--- src/ptc_pkg.sv ---
// Shared constants, types and class codes of the pressure trend classifier.
`default_nettype none
package ptc_pkg;

    localparam int HISTORY_DEPTH = 64;
    localparam int SHORT_WINDOW  = 10;
    localparam int LONG_WINDOW   = 60;

    localparam int PRESS_W = 17;
    localparam int DIFF_W  = PRESS_W + 1;
    localparam int DROP_W  = 11;
    localparam int RISE_W  = 10;
    localparam int CONF_W  = 4;
    localparam int CLASS_W = 3;
    localparam int COUNT_W = $clog2(HISTORY_DEPTH + 1);

    localparam int APB_AW = 5;
    localparam int APB_DW = 32;

    // A window longer than the history never fills.
    localparam bit SHORT_ON = (SHORT_WINDOW <= HISTORY_DEPTH);
    localparam bit LONG_ON  = (LONG_WINDOW <= HISTORY_DEPTH);

    // Cell k of the chain holds the sample k + 1 steps back.
    localparam int SHORT_TAP = SHORT_ON ? SHORT_WINDOW - 2 : 0;
    localparam int LONG_TAP  = LONG_ON ? LONG_WINDOW - 2 : 0;
    localparam int CHAIN_LEN = ((SHORT_TAP > LONG_TAP) ? SHORT_TAP : LONG_TAP) + 1;

    localparam logic [CLASS_W-1:0] CLS_INVALID  = 3'd0;
    localparam logic [CLASS_W-1:0] CLS_THUNDER  = 3'd1;
    localparam logic [CLASS_W-1:0] CLS_RAIN     = 3'd2;
    localparam logic [CLASS_W-1:0] CLS_SUNNY    = 3'd3;
    localparam logic [CLASS_W-1:0] CLS_OVERCAST = 3'd4;

    localparam logic [2:0] REG_FAST_DROP_SHORT = 3'd0;
    localparam logic [2:0] REG_SLOW_DROP_SHORT = 3'd1;
    localparam logic [2:0] REG_DROP_LONG       = 3'd2;
    localparam logic [2:0] REG_RISE_SHORT      = 3'd3;
    localparam logic [2:0] REG_RISE_LONG       = 3'd4;
    localparam logic [2:0] REG_CONFIRM_COUNT   = 3'd5;

    typedef struct packed {
        logic signed [DROP_W-1:0] fast_drop_short;
        logic signed [DROP_W-1:0] slow_drop_short;
        logic signed [DROP_W-1:0] drop_long;
        logic        [RISE_W-1:0] rise_short;
        logic        [RISE_W-1:0] rise_long;
        logic        [CONF_W-1:0] confirm_count;
    } ptc_cfg_t;

    typedef struct packed {
        logic               step;
        logic               window_full;
        logic [CLASS_W-1:0] cand;
    } ptc_vote_t;

endpackage
`default_nettype wire

--- src/pressure_trend_classifier.sv ---
// Top level of the pressure trend classifier: history chain, registers and output stage.
//
//  Channel   Direction  Handshake              Payload
//  s_        in         s_valid / s_ready      s_pressure_pa (17 bits, pascal)
//  m_        out        m_valid / m_ready      m_prediction, m_candidate_now (3 bits each)
//  APB       in/out     psel/penable/pready    six threshold and count registers
//
//  Each accepted word is classified in the cycle it is accepted and its result word is
//  shown in the next cycle, so one word per cycle is sustained while m_ready stays high.
//  The rate is set by the single output stage: the debounce registers are the payload,
//  and a new word is taken whenever that stage is empty or being emptied.
//  A synchronous low aresetn clears the counters, the classes and the output valid;
//  the history cells are not reset, since a cell is only read after it has been filled.
//  While a result word waits for m_ready, s_ready is low and the history does not move.
`default_nettype none
module pressure_trend_classifier (
    input  wire                           aclk,
    input  wire                           aresetn,
    input  wire                           s_valid,
    output logic                          s_ready,
    input  wire  [ptc_pkg::PRESS_W-1:0]   s_pressure_pa,
    output logic                          m_valid,
    input  wire                           m_ready,
    output logic [ptc_pkg::CLASS_W-1:0]   m_prediction,
    output logic [ptc_pkg::CLASS_W-1:0]   m_candidate_now,
    input  wire                           psel,
    input  wire                           penable,
    input  wire                           pwrite,
    input  wire  [ptc_pkg::APB_AW-1:0]    paddr,
    input  wire  [ptc_pkg::APB_DW-1:0]    pwdata,
    output logic [ptc_pkg::APB_DW-1:0]    prdata,
    output logic                          pready
);
    import ptc_pkg::*;

    logic               accept;
    logic               cfg_we;
    ptc_cfg_t           cfg_reg, cfg_next;
    logic [COUNT_W-1:0] count_reg, count_next;
    logic               m_valid_reg, m_valid_next;
    logic               short_full;
    logic               long_full;
    logic [CLASS_W-1:0] cand;
    ptc_vote_t          vote;
    logic [PRESS_W-1:0] chain_q [CHAIN_LEN];

    assign accept = s_valid && s_ready;
    assign s_ready = !m_valid_reg || m_ready;

    // Configuration port. Writes complete in the access phase; pready is tied high.
    assign pready = 1'b1;
    assign cfg_we = psel && penable && pwrite;

    always_comb begin
        cfg_next = cfg_reg;
        if (cfg_we) begin
            unique case (paddr[4:2])
                REG_FAST_DROP_SHORT: cfg_next.fast_drop_short = pwdata[DROP_W-1:0];
                REG_SLOW_DROP_SHORT: cfg_next.slow_drop_short = pwdata[DROP_W-1:0];
                REG_DROP_LONG:       cfg_next.drop_long       = pwdata[DROP_W-1:0];
                REG_RISE_SHORT:      cfg_next.rise_short      = pwdata[RISE_W-1:0];
                REG_RISE_LONG:       cfg_next.rise_long       = pwdata[RISE_W-1:0];
                REG_CONFIRM_COUNT:   cfg_next.confirm_count   = pwdata[CONF_W-1:0];
                default: ;
            endcase
        end
    end

    // Read data: the signed thresholds are returned sign extended.
    always_comb begin
        unique case (paddr[4:2])
            REG_FAST_DROP_SHORT: prdata = APB_DW'(cfg_reg.fast_drop_short);
            REG_SLOW_DROP_SHORT: prdata = APB_DW'(cfg_reg.slow_drop_short);
            REG_DROP_LONG:       prdata = APB_DW'(cfg_reg.drop_long);
            REG_RISE_SHORT:      prdata = {{(APB_DW-RISE_W){1'b0}}, cfg_reg.rise_short};
            REG_RISE_LONG:       prdata = {{(APB_DW-RISE_W){1'b0}}, cfg_reg.rise_long};
            REG_CONFIRM_COUNT:   prdata = {{(APB_DW-CONF_W){1'b0}}, cfg_reg.confirm_count};
            default:             prdata = '0;
        endcase
    end

    // The sample count saturates at the history depth.
    always_comb begin
        count_next = count_reg;
        if (accept && count_reg < COUNT_W'(HISTORY_DEPTH)) begin
            count_next = count_reg + 1'b1;
        end
    end

    assign short_full = SHORT_ON && (count_next >= COUNT_W'(SHORT_WINDOW));
    assign long_full  = LONG_ON && (count_next >= COUNT_W'(LONG_WINDOW));

    // The history chain: cell 0 takes the incoming sample, each further cell takes
    // the one before it, so cell k holds the sample k + 1 words back.
    genvar gi;
    generate
        for (gi = 0; gi < CHAIN_LEN; gi++) begin : g_chain
            if (gi == 0) begin : g_head
                ptc_cell u_cell (
                    .aclk  (aclk),
                    .shift (accept),
                    .d     (s_pressure_pa),
                    .q     (chain_q[gi])
                );
            end else begin : g_body
                ptc_cell u_cell (
                    .aclk  (aclk),
                    .shift (accept),
                    .d     (chain_q[gi-1]),
                    .q     (chain_q[gi])
                );
            end
        end
    endgenerate

    ptc_classify u_classify (
        .pressure  (s_pressure_pa),
        .short_old (chain_q[SHORT_TAP]),
        .long_old  (chain_q[LONG_TAP]),
        .long_full (long_full),
        .cfg       (cfg_reg),
        .cand      (cand)
    );

    assign vote.step        = accept;
    assign vote.window_full = short_full;
    assign vote.cand        = cand;

    ptc_debounce u_debounce (
        .aclk          (aclk),
        .aresetn       (aresetn),
        .vote          (vote),
        .confirm_count (cfg_reg.confirm_count),
        .prediction    (m_prediction),
        .candidate     (m_candidate_now)
    );

    // The output stage fills on an accepted word and empties when the word is taken.
    always_comb begin
        m_valid_next = m_valid_reg;
        if (accept) begin
            m_valid_next = 1'b1;
        end else if (m_ready) begin
            m_valid_next = 1'b0;
        end
    end

    assign m_valid = m_valid_reg;

    always_ff @(posedge aclk) begin
        if (!aresetn) begin
            cfg_reg.fast_drop_short <= -11'sd100;
            cfg_reg.slow_drop_short <= -11'sd30;
            cfg_reg.drop_long       <= -11'sd150;
            cfg_reg.rise_short      <= 10'd50;
            cfg_reg.rise_long       <= 10'd150;
            cfg_reg.confirm_count   <= 4'd3;
            count_reg               <= '0;
            m_valid_reg             <= 1'b0;
        end else begin
            cfg_reg     <= cfg_next;
            count_reg   <= count_next;
            m_valid_reg <= m_valid_next;
        end
    end

    a_result_follows: assert property (@(posedge aclk) disable iff (!aresetn)
        accept |=> m_valid_reg)
        else $error("accepted word did not produce a result word");

    a_backpressure: assert property (@(posedge aclk) disable iff (!aresetn)
        (m_valid_reg && !m_ready) |-> !s_ready)
        else $error("input taken while a result word is stalled");

    a_count_cap: assert property (@(posedge aclk) disable iff (!aresetn)
        count_reg <= COUNT_W'(HISTORY_DEPTH))
        else $error("sample count ran past the history depth");

    a_invalid_before_window: assert property (@(posedge aclk) disable iff (!aresetn)
        (!SHORT_ON || count_reg < COUNT_W'(SHORT_WINDOW))
            |-> (m_prediction == CLS_INVALID && m_candidate_now == CLS_INVALID))
        else $error("class reported before the short window filled");

endmodule
`default_nettype wire

--- src/ptc_cell.sv ---
// One stage of the sample history chain.
`default_nettype none
module ptc_cell (
    input  wire                          aclk,
    input  wire                          shift,
    input  wire  [ptc_pkg::PRESS_W-1:0]  d,
    output logic [ptc_pkg::PRESS_W-1:0]  q
);
    import ptc_pkg::*;

    logic [PRESS_W-1:0] sample_reg;
    logic [PRESS_W-1:0] sample_next;

    // The sample moves one cell further on with every accepted word.
    assign sample_next = shift ? d : sample_reg;

    always_ff @(posedge aclk) begin
        sample_reg <= sample_next;
    end

    assign q = sample_reg;

endmodule
`default_nettype wire

--- src/ptc_classify.sv ---
// Window differences and the threshold rules that pick a candidate class.
`default_nettype none
module ptc_classify (
    input  wire  [ptc_pkg::PRESS_W-1:0]  pressure,
    input  wire  [ptc_pkg::PRESS_W-1:0]  short_old,
    input  wire  [ptc_pkg::PRESS_W-1:0]  long_old,
    input  wire                          long_full,
    input  wire  ptc_pkg::ptc_cfg_t      cfg,
    output logic [ptc_pkg::CLASS_W-1:0]  cand
);
    import ptc_pkg::*;

    logic signed [DIFF_W-1:0] d_short;
    logic signed [DIFF_W-1:0] d_long;
    logic signed [DIFF_W-1:0] t_fast;
    logic signed [DIFF_W-1:0] t_slow;
    logic signed [DIFF_W-1:0] t_drop;
    logic signed [DIFF_W-1:0] t_rise_s;
    logic signed [DIFF_W-1:0] t_rise_l;

    always_comb begin
        d_short  = $signed({1'b0, pressure}) - $signed({1'b0, short_old});
        d_long   = long_full ? ($signed({1'b0, pressure}) - $signed({1'b0, long_old}))
                             : '0;
        t_fast   = DIFF_W'(cfg.fast_drop_short);
        t_slow   = DIFF_W'(cfg.slow_drop_short);
        t_drop   = DIFF_W'(cfg.drop_long);
        t_rise_s = $signed({{(DIFF_W-RISE_W){1'b0}}, cfg.rise_short});
        t_rise_l = $signed({{(DIFF_W-RISE_W){1'b0}}, cfg.rise_long});

        if (d_short <= t_fast) begin
            cand = CLS_THUNDER;
        end else if (d_short <= t_slow || d_long <= t_drop) begin
            cand = CLS_RAIN;
        end else if (d_short >= t_rise_s || d_long >= t_rise_l) begin
            cand = CLS_SUNNY;
        end else begin
            cand = CLS_OVERCAST;
        end
    end

endmodule
`default_nettype wire

--- src/ptc_debounce.sv ---
// Candidate, confirmation counter and committed class.
`default_nettype none
module ptc_debounce (
    input  wire                          aclk,
    input  wire                          aresetn,
    input  wire  ptc_pkg::ptc_vote_t     vote,
    input  wire  [ptc_pkg::CONF_W-1:0]   confirm_count,
    output logic [ptc_pkg::CLASS_W-1:0]  prediction,
    output logic [ptc_pkg::CLASS_W-1:0]  candidate
);
    import ptc_pkg::*;

    logic [CLASS_W-1:0] cand_reg,   cand_next;
    logic [CLASS_W-1:0] commit_reg, commit_next;
    logic [CONF_W-1:0]  cnt_reg,    cnt_next;

    always_comb begin
        cand_next   = cand_reg;
        commit_next = commit_reg;
        cnt_next    = cnt_reg;
        if (vote.step) begin
            if (!vote.window_full) begin
                cand_next   = CLS_INVALID;
                commit_next = CLS_INVALID;
                cnt_next    = '0;
            end else if (vote.cand == cand_reg) begin
                if (cnt_reg < confirm_count) begin
                    cnt_next = cnt_reg + 1'b1;
                end
                if (cnt_next >= confirm_count) begin
                    commit_next = cand_reg;
                end
            end else begin
                cand_next = vote.cand;
                cnt_next  = CONF_W'(1);
            end
        end
    end

    always_ff @(posedge aclk) begin
        if (!aresetn) begin
            cand_reg   <= CLS_INVALID;
            commit_reg <= CLS_INVALID;
            cnt_reg    <= '0;
        end else begin
            cand_reg   <= cand_next;
            commit_reg <= commit_next;
            cnt_reg    <= cnt_next;
        end
    end

    assign prediction = commit_reg;
    assign candidate  = cand_reg;

endmodule
`default_nettype wire
--- config.mk ---
export PLATFORM = sky130hd
export DESIGN_NAME = pressure_trend_classifier
export DESIGN_NICKNAME = d
export VERILOG_FILES = /design/src/ptc_pkg.sv /design/src/pressure_trend_classifier.sv /design/src/ptc_cell.sv /design/src/ptc_classify.sv /design/src/ptc_debounce.sv
export SDC_FILE = /design/constraint.sdc
export NUM_CORES = 1
export LEC_CHECK = 0
export BUFFER_PORTS_ARGS = -buffer_cell sky130_fd_sc_hd__buf_2
export CAP_MARGIN = 5
export CORE_MARGIN = 1
export CORE_UTILIZATION = 51
export CTS_CLUSTER_SIZE = 20
export DETAILED_ROUTE_END_ITERATION = 12
export PLACE_DENSITY = 0.67
export REMOVE_ABC_BUFFERS = 1
export SLEW_MARGIN = 20
export SYNTH_ARGS = -nofsm -noshare
export SYNTH_HDL_FRONTEND = slang
export SYNTH_SLANG_ARGS = --single-unit
--- constraint.sdc ---
create_clock -name aclk -period 24.6 [get_ports aclk]
set_input_delay 4.92 -clock aclk [delete_from_list [all_inputs] [get_ports aclk]]
set_output_delay 4.92 -clock aclk [all_outputs]
set_load 0.005 [all_outputs]
# Word-level counts from Yosys, hierarchy flattened
# Index checks and enable logic that the tools add are counted.
dict set report word_totals {
  in_bits 61
  out_inout_bits 41
  register_bits 1078
  word_cells 130
}
dict set report classes {
  n_mux 19
  add_sub_neg 4
  reduce_logical 18
  eq_ne 9
  n_lt_le_gt_ge 10
}
# op count
set op_table {}
lappend op_table {{32-bit one-hot mux with 6 select lines} 1}
lappend op_table {{18-bit by 11-bit <= comparator with 1-bit output} 3}
lappend op_table {{18-bit by 11-bit greater-or-equal comparator with 1-bit output} 2}
lappend op_table {{17-bit by 17-bit subtractor with 18-bit output} 2}
lappend op_table {{3-bit two-way mux} 8}
lappend op_table {{4-bit two-way mux} 6}
lappend op_table {{18-bit two-way mux} 1}
lappend op_table {{2-bit AND reduction} 7}
lappend op_table {{7-bit by 1-bit adder with 7-bit output, second input constant} 1}
lappend op_table {{7-bit by 4-bit greater-or-equal comparator with 1-bit output, second input constant} 1}
lappend op_table {{7-bit by 6-bit greater-or-equal comparator with 1-bit output, second input constant} 1}
lappend op_table {{7-bit < comparator, second input constant} 1}
lappend op_table {{7-bit two-way mux} 1}
lappend op_table {{3-bit by 2-bit == test with 1-bit output, second input constant} 2}
lappend op_table {{3-bit == test, second input constant} 2}
lappend op_table {{4-bit by 1-bit adder with 4-bit output, second input constant} 1}
lappend op_table {{4-bit greater-or-equal comparator} 1}
lappend op_table {{1-bit logical AND} 4}
lappend op_table {{4-bit < comparator} 1}
lappend op_table {{2-bit by 1-bit inequality test with 1-bit output, second input constant} 2}
lappend op_table {{3-bit by 1-bit == test with 1-bit output, second input constant} 1}
lappend op_table {{3-bit == test} 1}
lappend op_table {{3-bit logical NOT} 1}
lappend op_table {{1-bit logical OR} 3}
lappend op_table {{5 further kinds} 6}

# Longest topological paths before layout
dict set report logic_depth {
  ltp_word 20
  mapped_depth 23
  ltp_nobuf 22
}

# By module
# Synthesis repeated with hierarchy kept, for this count alone.
dict set report unflattened {
  cells_unflattened 1989
  area_unflattened_um2 37841.3
}
# mod area_per_inst_um2 cells_each seq_area_each_um2 instances
set by_module_without_submodules {}
lappend by_module_without_submodules {ptc_cell 510.5 17 510.5 59}
lappend by_module_without_submodules {ptc_classify 3704.8 509 0.0 1}
lappend by_module_without_submodules {pressure_trend_classifier 3265.6 384 1301.2 1}
lappend by_module_without_submodules {ptc_debounce 752.0 93 200.2 1}

# Least setup slack after synthesis
# No wires, ideal clock.
dict set report synth_timing {
  kind {input to register}
  from {in m_ready}
  to {reg u_debounce.cnt_reg[0]}
  setup_time_ns 0.681
  n_path_buf 2
  t_arrival_ns 19.895
  t_required_ns 23.919
  path_slack_ns 4.024
  stages 21
  path_cell_list {and2b_1 > inv_2 > nand2_4 > inv_2 > a41o_1 > a31oi_4 > clkbuf_1 > nor2_1 > ha_1 > a211oi_1 > nor2_1 > nor4_1 > o31ai_1 > a21oi_1 > a211oi_1 > or4b_2 > o31a_1 > and3_4 > buf_6 > o21ai_0 > a221oi_1}
}
dict set report synth_between {
  elab_chain_cells 14
  elab_cells_between_ends 17
  classes_between {order compare: 4; eq/ne: 1; mux: 7; reduce/logical: 5}
}
# element line
set synth_rtl {}
lappend synth_rtl {{from (decl)} pressure_trend_classifier.sv:23} ;# input wire m_ready,
lappend synth_rtl {{1-bit logical OR *} pressure_trend_classifier.sv:48} ;# assign s_ready = !m_valid_reg || m_ready;
lappend synth_rtl {{net s_ready} pressure_trend_classifier.sv:20} ;# output logic s_ready,
lappend synth_rtl {{1-bit logical AND *} pressure_trend_classifier.sv:47} ;# assign accept = s_valid && s_ready;
lappend synth_rtl {{net accept} pressure_trend_classifier.sv:36} ;# logic accept;
lappend synth_rtl {{1-bit logical AND} pressure_trend_classifier.sv:85} ;# if (accept && count_reg < COUNT_W'(HISTORY_DEPTH)) begin
lappend synth_rtl {{7-bit two-way mux} pressure_trend_classifier.sv:85}
lappend synth_rtl {{7-bit by 6-bit greater-or-equal comparator with 1-bit output} pressure_trend_classifier.sv:91} ;# assign long_full = LONG_ON && (count_next >= COUNT_W'(LONG_WINDOW));
lappend synth_rtl {{18-bit two-way mux} ptc_classify.sv:23} ;# d_long = long_full ? ($signed({1'b0, pressure}) - $signed({1'b0, long_old}))
lappend synth_rtl {{18-bit by 11-bit greater-or-equal comparator with 1-bit output} ptc_classify.sv:35} ;# end else if (d_short >= t_rise_s || d_long >= t_rise_l) begin
lappend synth_rtl {{1-bit logical OR} ptc_classify.sv:35}
lappend synth_rtl {{3-bit two-way mux} ptc_classify.sv:35}
lappend synth_rtl {{3-bit two-way mux} ptc_classify.sv:33} ;# end else if (d_short <= t_slow || d_long <= t_drop) begin
lappend synth_rtl {{3-bit two-way mux} ptc_classify.sv:31} ;# if (d_short <= t_fast) begin
lappend synth_rtl {{3-bit == test} ptc_debounce.sv:26} ;# end else if (vote.cand == cand_reg) begin
lappend synth_rtl {{4-bit two-way mux} ptc_debounce.sv:26}
lappend synth_rtl {{4-bit two-way mux} ptc_debounce.sv:22} ;# if (!vote.window_full) begin
lappend synth_rtl {{to (signal assigned)} ptc_debounce.sv:48} ;# cnt_reg <= cnt_next;
lappend synth_rtl {{to (decl)} ptc_debounce.sv:15} ;# logic [CONF_W-1:0] cnt_reg, cnt_next;
# The timed path passes the listed nets; every way through them passes the cells marked *.
# A chain may end at the register's enable or synchronous reset.

# Worst setup path in the final report
dict set report layout_timing {
  from {in paddr[2] (netlist bit)}
  to {out prdata[30] (netlist bit)}
}
dict set report layout_between {
  elab_chain_cells 2
  elab_cells_between_ends 7
  classes_between {eq/ne: 5; mux: 1; reduce/logical: 1}
}
# element line
set layout_rtl {}
lappend layout_rtl {{from (decl)} pressure_trend_classifier.sv:29} ;# input wire [ptc_pkg::APB_AW-1:0] paddr,
lappend layout_rtl {{3-bit == test, or another cell as far along} pressure_trend_classifier.sv:71} ;# unique case (paddr[4:2])
lappend layout_rtl {{32-bit one-hot mux with 6 select lines *} pressure_trend_classifier.sv:71}
lappend layout_rtl {{to (decl)} pressure_trend_classifier.sv:31} ;# output logic [ptc_pkg::APB_DW-1:0] prdata,
# Mark *: on every way between the ends. The rest lies on a longest branch, timed or not.

==> reports/summary.txt <==
post-DP HPWL: 34,840 um
Layout Nets: 2,309
I/O pin count: 102
Avg Inst Size Synth: 18.94 um^2
post-synthesis async set-or-reset flop share: 0%
Cell Chain, Critical Path: buf_2, nor2b_1, a21oi_1, nor2_1, buf_2
Worst Tran Pin Value: 1112 ps
vias in the first global route: 16,484
Die ar.: 74,990 um^2
worst setup margin: 12,810 ps
setup TNS: 0 ps
layout cells sized above 1: 11.70%
Via density: 5.273
Synth top area share: 79.92%
Vias: 16,705
Yosys reg bits: 1,078
clk slew on worst S/H paths: 60 ps
DRT antenna net count: 0
period utilization: 47.92%
FMAX: 0.08482 GHz
worst skew pair latency: 650 ps
Die Ht: 273.8 um
Post-CTS Setup Bufs: 0
clk sinks: 1,078
HP Class: reg -> reg
final slew viol count: 0
Post-synth top cells: 1,003 x edfxtp_1, 130 x nand2_1, 117 x ha_1, 110 x inv_1, 86 x a21oi_1
placed cell count: 2,986
Leakage: 15.06 nW
Post-Syn Area: 37,690 um^2
clock skew: 21.56 ps
# setup viols final: 0
Cell Pwr Density: 90.10 nW/um^2
Finished Layout Cells: 3,168
port bufs: 77
wire length of the first global-routing pass: 92,340 um
Critical Path Start Type: primary input
drt pass-1 iters: 5
min cycle time layout: 11,790 ps
Area contributors post-synth: edfxtp_1 80%, dfxtp_1 4.0%, ha_1 3.9%
count leader, synth: edfxtp_1
GRT Util Overall: 16.04%
Synth cell types: 87
TritonCTS clock tree: yes
cell taking the most area after synthesis: edfxtp_1
pre-CTS setup slack: 12,730 ps
Finished Core Util: 57.84%
Area Growth Syn to Fin: 12.16%
critical path endpoint category: output pin
GPL Wtd Cong: 0.8286
DR iter-0 viols: 1,293
depth of the CTS H-tree: 3
Synth Instances: 1,990
max cap viols: 0
# DRC: 0
status: finished, final reports clean
hold_buf cts: 0
Ys Warns: 0
relative slew slack: 25.89%
critical path required time: 19,680 ps
dominant synthesized flop cell: edfxtp_1
Site Rows: 99
# fillers: 5,398
Core ar.: 73,080 um^2
WL/cell: 18.44 um
Num CTS Buffers: 100
delay of the slowest critical-path stage: 720 ps
arrival time worst endpoint: 6870 ps
number of flip-flops in the largest register: 986
initial antenna violation count: 5
sequential-to-total area share from yosys stat: 83.90%
Die Width: 273.8 um
Fin. Hold Viols: 0
starting density of the core: 51.57%
Worst path slowest cell: nor2_1
CP most frequent cell: buf_2
Post-CTS Resized: 0
total gr overflow: 0
maximum vdd drop: 0.08822 mV
RSZ-0062 raised after global routing: no
maximum fanout along the worst path: 27
critical path class: in -> out
number of flops mapped to enable cells by yosys: 1,003
Routed WL: 58,410 um
Clk Tree Root Cell: clkbuf_16
deepest clock path buffer count: 3
worst hold margin: 400.0 ps
maximum number of pins on one net before global-route repair: 219
[cells by family after synthesis]
family                     count (synthesis)  synth area share, %
AOI/OAI and AO/OA                        262                4.661
xor gates and xnor gates                  32               0.7437
adders and majority gates                119                3.991
buffers and inverters                    164                1.886
DFF                                     1078                83.90
muxes                                     23               0.7835
other                                      1             0.009950
and+or+nand+nor                          311                4.024
[metrics by stage]
step	power [mW]	area, um^2
global placement	2.361	39110
finish	3.809	42270
CTS	3.856	42260
global route	3.946	42260
floorplan	2.343	37400
detailed placement	2.369	39110
[area by class of cell]
class                   count  area, um^2  share of cell area [%]
diodes                      4       10.01                 0.02368
multi-input cells         748        5363                   12.69
repair buffers             88       496.7                   1.175
inverters                 113       431.7                   1.021
flip-flops and latches   1078       31620                   74.80
well taps                 959        1200                   2.839
clock buffers             123        2663                   6.299
clock inverters            55       488.0                   1.154
[worst paths after layout]
kind / start / end / slack [ps] / depth (start not counted)
min: g_chain[49].g_body.u_cell.q[16] / g_chain[50].g_body.u_cell.q[16] / 400 / 0
max: paddr[2] / prdata[30] / 12810 / 5
min reg2reg: g_chain[49].g_body.u_cell.q[16] / g_chain[50].g_body.u_cell.q[16] / 400 / 0
max reg2reg: g_chain[58].g_body.u_cell.q[0] / u_debounce.prediction[2] / 18580 / 19
[cells in the final DEF (no fill, tap or decap), types with 15 or more instances in the layout]
cell type | synthesis | layout
a21o_1 | 20 | 20
a21oi_1 | 86 | 86
buf_2 | 1 | 77
clkbuf_1 | 22 | 19
clkbuf_16 | 0 | 103
clkinv_1 | 0 | 26
dfxtp_1 | 75 | 75
edfxtp_1 | 1003 | 1003
ha_1 | 117 | 117
inv_1 | 110 | 110
mux2i_1 | 16 | 16
nand2_1 | 130 | 130
nand4_1 | 18 | 18
nor2_1 | 63 | 63
o211ai_1 | 40 | 40
o21ai_0 | 40 | 40
xnor2_1 | 17 | 17
xor2_1 | 15 | 15
[per-layer routing]
layer  GRT usage (%)  wire length, um  up-vias
li1                -                -     7885
met1           24.84            28540     8411
met2           22.89            25520      302
met3           2.798             2756      107
met4           5.778             1600        0
met5               0                0        -
[critical path: cells and delay by family]
family | cells | cell delay, ps
compound gates | 1 | 110
buf+inv | 2 | 760
simple gates | 2 | 1060
[power breakdown]
group / internal [mW] / switching [mW] / leakage, nW
logic: 0.0483 / 0.117 / 3.22
clock network: 0.842 / 0.636 / 1.53
registers: 2.13 / 0.0309 / 10.3
Note: power is estimated with default switching activity, not from simulation.
